--- src/hdl/afsk_ram.sv ---
// ----------------------------------------------------------------------------
// AFSK generic RAM
// Single write port, single read port, registered read data.
// ----------------------------------------------------------------------------
module afsk_ram #(
    parameter int WIDTH = 8,
    parameter int DEPTH = 512
) (
    input  logic                     i_clk,
    input  logic                     i_we,
    input  logic [$clog2(DEPTH)-1:0] i_waddr,
    input  logic [WIDTH-1:0]         i_wdata,
    input  logic [$clog2(DEPTH)-1:0] i_raddr,
    output logic [WIDTH-1:0]         o_rdata
);
    logic [WIDTH-1:0] r_mem [DEPTH];
    logic [WIDTH-1:0] r_rdata;

    always_ff @(posedge i_clk) begin
        if (i_we) begin
            r_mem[i_waddr] <= i_wdata;
        end
        r_rdata <= r_mem[i_raddr];
    end

    assign o_rdata = r_rdata;
endmodule

--- config.mk ---
export PLATFORM = sky130hd
export DESIGN_NAME = afsk_ram
export DESIGN_NICKNAME = d
export VERILOG_FILES = /design/src/hdl/afsk_ram.sv
export SDC_FILE = /design/constraint.sdc
export NUM_CORES = 2
export LEC_CHECK = 0
export BUFFER_PORTS_ARGS = -buffer_cell sky130_fd_sc_hd__buf_2
export CAP_MARGIN = 20
export CORE_MARGIN = 2
export CORE_UTILIZATION = 50
export DETAILED_ROUTE_END_ITERATION = 6
export HOLD_SLACK_MARGIN = 0.08
export PLACE_DENSITY_LB_ADDON = 0.25
export SETUP_SLACK_MARGIN = 0.15
export SLEW_MARGIN = 20
export SYNTH_ARGS = -nofsm -noshare
export SYNTH_HDL_FRONTEND = slang
export SYNTH_SLANG_ARGS = --single-unit
--- constraint.sdc ---
create_clock -name i_clk -period 2.7 [get_ports i_clk]
set_input_delay 0.405 -clock i_clk [delete_from_list [all_inputs] [get_ports i_clk]]
set_output_delay 0.405 -clock i_clk [all_outputs]
set_load 0.02 [all_outputs]
==> results.py <==
metrics = {
    "yosys": {
        "synth_edf_count": 4096,
        "synth_adder_area_share_pct": 0,
        "syn-cell-area_um2": 159900,
        "ys_types": 51,
        "synth.area.mux_share_pct": 14.20,
        "synth_top_family_by_area": "multiplexers",
        "synthArstFlopShare_pct": 0,
        "yosysTopAreaCellShare_pct": 76.91,
        "syn_avg_cell_area_um2": 19.92,
        "netlist_instances": 8030,
        "synth-compound-area-share_pct": 4.313,
        "synth.area.top_cells": "edfxtp_1, mux4_2, mux2i_1",
        "yosys.area.top_type": "edfxtp_1",
        "synth_nets": 8058,
        "synth_xor_area_share_pct": 0,
        "ys_seq_area_share_pct": 77.01,
        "ys.flop_type": "edfxtp_1",
        "yosysWarnings": 0,
        "synth_simple_gate_area_share_pct": 2.631,
        "ys_seq_elements": 4104,
    },
    "sta": {
        "tightest_slew_ns": 1.086,
        "whs_ns": 0.1812,
        "finalCritPeriodShare_pct": 98.04,
        "setup_violations": 0,
        "fin_setup_tns_ns": 0,
        "hold_viol": 0,
        "worst_slack_ns": 0.05292,
        "period_needed_ns": 2.647,
        "fmax_mhz": 377.8,
        "slew_headroom_pct": 26.67,
        "rsz0062_at_grt": "true",
        "finalClockSkew_ns": 0.05961,
        "slew_violations": 0,
    },
    "setup_path": {
        "reg2reg_depth": 7,
        "worst-r2r-setup-slack_ns": 0.11,
        "cp_max_fo": 20,
        "r2r-start": "r_mem[435][0]$_DFFE_PP_",
        "worst_setup_path_end_kind": "flop",
        "critPathKind": "in2reg",
        "max_stage_delay_ns": 0.45,
        "cp_num_buf_inv": 4,
        "crit_slowest_cell": "o221ai_1",
        "path_cells": "buf_12 -> buf_12 -> buf_4 -> mux2i_1 -> o221ai_1 -> o22ai_1 -> a22oi_1 -> nand2_1 -> o21ai_1 -> buf_4 -> o2111a_1",
        "crit_path_start_kind": "input pin",
        "crit_required_ns": 3.60,
        "critPathArrivalTime_ns": 3.55,
        "worstReg2RegEnd": "o_rdata[0]$_DFF_P_",
        "crit_family": "compound AO/OA/AOI/OAI gates",
    },
    "cells_and_area": {
        "finalNetCount": 9481,
        "finalInstanceArea_um2": 189200,
        "syn2layout_area_growth_pct": 18.33,
        "drive_above_1_share_pct": 28.52,
    },
    "power": {
        "switching_share_pct": 21.35,
        "vdd_ir_drop_max_uv": 502.1,
        "powerDensity_nw_per_um2": 704.1,
        "p_sw_w": 0.02845,
        "combinationalPowerShare_pct": 5.6,
        "p_seq_share_pct": 52.7,
        "pwr-share-clk_pct": 41.7,
        "p_leak_nw": 63.10,
        "power.internal_w": 0.1048,
        "totalPowerFinal_w": 0.1333,
    },
    "global_routing": {
        "grt_pass1_vias": 86066,
        "grt_pass1_wl_mm": 611.5,
        "antenna_found_initial": 28,
        "grt_start_max_net_pins": 145,
        "grt-ovfl-total": 0,
        "grt_usage_pct": 26.00,
    },
    "placed_design": {
        "placed_area_um2": 175900,
        "portBuffers": 35,
        "hpwlAfterDp_mm": 275.6,
        "place_ws_ns": -1.075,
        "gp_congestion": 0.9110,
    },
    "floorplanning": {
        "io_pins": 36,
        "core_um2": 318100,
        "num_rows": 207,
        "die_w_um": 569.6,
        "die_y_um": 569.6,
        "start_util_pct": 50.28,
        "die-area_um2": 324400,
    },
    "detailed_routing": {
        "dr.pass1.iters": 7,
        "drt_iter0_drc": 11665,
        "postRouteAntennaNets": 0,
        "drc": 0,
        "drt_wl_total_mm": 425.9,
        "vias": 86984,
        "vias_per_cell": 6.222,
        "routedWlPerCell_um": 30.46,
    },
    "run_status": {
        "status": "finished, final reports clean",
    },
    "clocking": {
        "postCtsSetupBuffers": 0,
        "h-tree-depth": 5,
        "cts.sinks": 4104,
        "clk_pin_slew_ns": 0.06,
        "clock_latency_ns": 0.96,
        "cts_tree": "built",
        "cts-root-buf": "clkbuf_16",
        "numCtsBuffers": 408,
        "clockBufferDepth": 4,
    },
    "job": {
        "drv_cap": 0,
    },
    "min_path": {
        "hold_depth": 4,
        "min_to": "r_mem[163][0]$_DFFE_PP_",
        "min_from": "i_waddr[1]",
        "hold_class": "in2reg",
    },
}
logic make-up after synthesis:
group / Yosys count
DFF: 4104
buffers and inverters: 516
muxes: 1451
and+or+nand+nor: 980
AOI/OAI and AO/OA: 979
sequential cells by signal (all words and copies together), names as in the netlist:
| signal | count |
|---|---|
| o_rdata | 8 |
| r_mem | 4096 |
Yosys cell counts (all sizes together) (8+ instances only):
| cell | n |
|---|---|
| nand2 | 111 |
| o22ai | 163 |
| dfxtp | 8 |
| nor3 | 109 |
| o221ai | 372 |
| a22oi | 61 |
| nor3b | 8 |
| buf | 248 |
| a21oi | 194 |
| nor2 | 597 |
| a211oi | 17 |
| mux4 | 654 |
| and2 | 20 |
| edfxtp | 4096 |
| clkbuf | 265 |
| nor4 | 36 |
| nand4 | 32 |
| nand3 | 36 |
| mux2i | 797 |
| o31ai | 13 |
| o2111a | 8 |
| o21ai | 119 |
worst max path at each step:
stage,cells after the start,slack (ns),endpoint,from
2_1_floorplan,10,0.32,o_rdata[0]$_DFF_P_,i_raddr[0]
3_3_place_gp,9,-1.17,o_rdata[4]$_DFF_P_,i_raddr[0]
3_5_place_dp,11,-1.07,o_rdata[0]$_DFF_P_,i_raddr[0]
4_1_cts,11,0.15,o_rdata[0]$_DFF_P_,i_raddr[0]
5_1_grt,12,0.07,o_rdata[3]$_DFF_P_,r_mem[267][3]$_DFFE_PP_
6_report,11,0.05,o_rdata[0]$_DFF_P_,i_raddr[0]
cell type report:
| cell class | count | area (um^2) |
|---|---|---|
| flip-flops and latches | 4104 | 123200 |
| multi-input cells | 3410 | 34140 |
| inverters | 3 | 18.77 |
| repair buffers | 1526 | 13620 |
| fillers | 22473 | 128800 |
| diodes | 12 | 30.03 |
| clock buffers | 501 | 10690 |
| clock inverters | 245 | 2352 |
| well taps | 4180 | 5230 |
what timing repair did:
action / in CTS / in global routing
gates resized for setup: 20 / 18
hold endpoints to repair: 342 / 0
setup endpoints to repair: 7 / 8
pin swaps: 0 / 4
hold buffers: 8 / 0
power groups by stage:
| stage | registers, W | logic, W | clock network [W] |
|---|---|---|---|
| final | 0.0702 | 0.00741 | 0.0556 |
| after global routing | 0.0702 | 0.00772 | 0.0588 |
| after CTS | 0.0702 | 0.00737 | 0.0563 |
| after floorplan | 0.0716 | 0.00334 | 0 |
| after global placement | 0.0716 | 0.00719 | 0 |
| after detailed placement | 0.0716 | 0.00732 | 0 |
per-stage QoR:
step	util (%)	std cells
2_1_floorplan	-	8030
3_3_place_gp	55.31	13215
3_5_place_dp	55.32	13215
4_1_cts	59.47	13969
5_1_grt	59.49	13973
6_report	59.50	13981
per-layer routing:
metal / vias up / GRT usage (%) / wire, um
li1: 36317 / - / -
met3: 712 / 4.096 / 38400
met5: - / 0 / 47
met2: 4634 / 40.85 / 201300
met1: 45313 / 37.70 / 172100
met4: 8 / 8.141 / 14060
worst min-delay path, stage by stage:
cell and delay (ns):
buf_2 0.20, nand3_4 0.13, nor2_1 0.05, buf_4 0.17
placed cells by master (no fill, tap or decap), types with 6 or more instances in the layout:
| master | instances |
|---|---|
| a21oi_1 | 194 |
| diode_2 | 12 |
| and2_1 | 20 |
| buf_8 | 10 |
| clkinv_1 | 96 |
| mux4_2 | 654 |
| o31ai_1 | 12 |
| dfxtp_1 | 8 |
| a211oi_1 | 16 |
| o2111a_1 | 8 |
| inv_6 | 7 |
| buf_12 | 168 |
| clkbuf_1 | 87 |
| o41ai_1 | 7 |
| o221ai_2 | 7 |
| nand2_1 | 97 |
| buf_2 | 23 |
| nor4_1 | 25 |
| edfxtp_1 | 4096 |
| clkbuf_16 | 414 |
| nand4_1 | 32 |
| buf_4 | 1314 |
| o21ai_1 | 10 |
| nor3b_1 | 7 |
| o21ai_0 | 107 |
| o221ai_1 | 365 |
| or3_1 | 6 |
| nand3_1 | 32 |
| nor2_1 | 596 |
| bufinv_16 | 39 |
| clkinv_2 | 72 |
| clkinvlp_4 | 12 |
| a22oi_1 | 61 |
| nor3_1 | 107 |
| mux2i_1 | 797 |
| clkinv_8 | 7 |
| o22ai_1 | 163 |
| dlygate4sd3_1 | 8 |
| nand2_4 | 12 |
| nor4_2 | 8 |
Power figures use the tool's default switching activity.
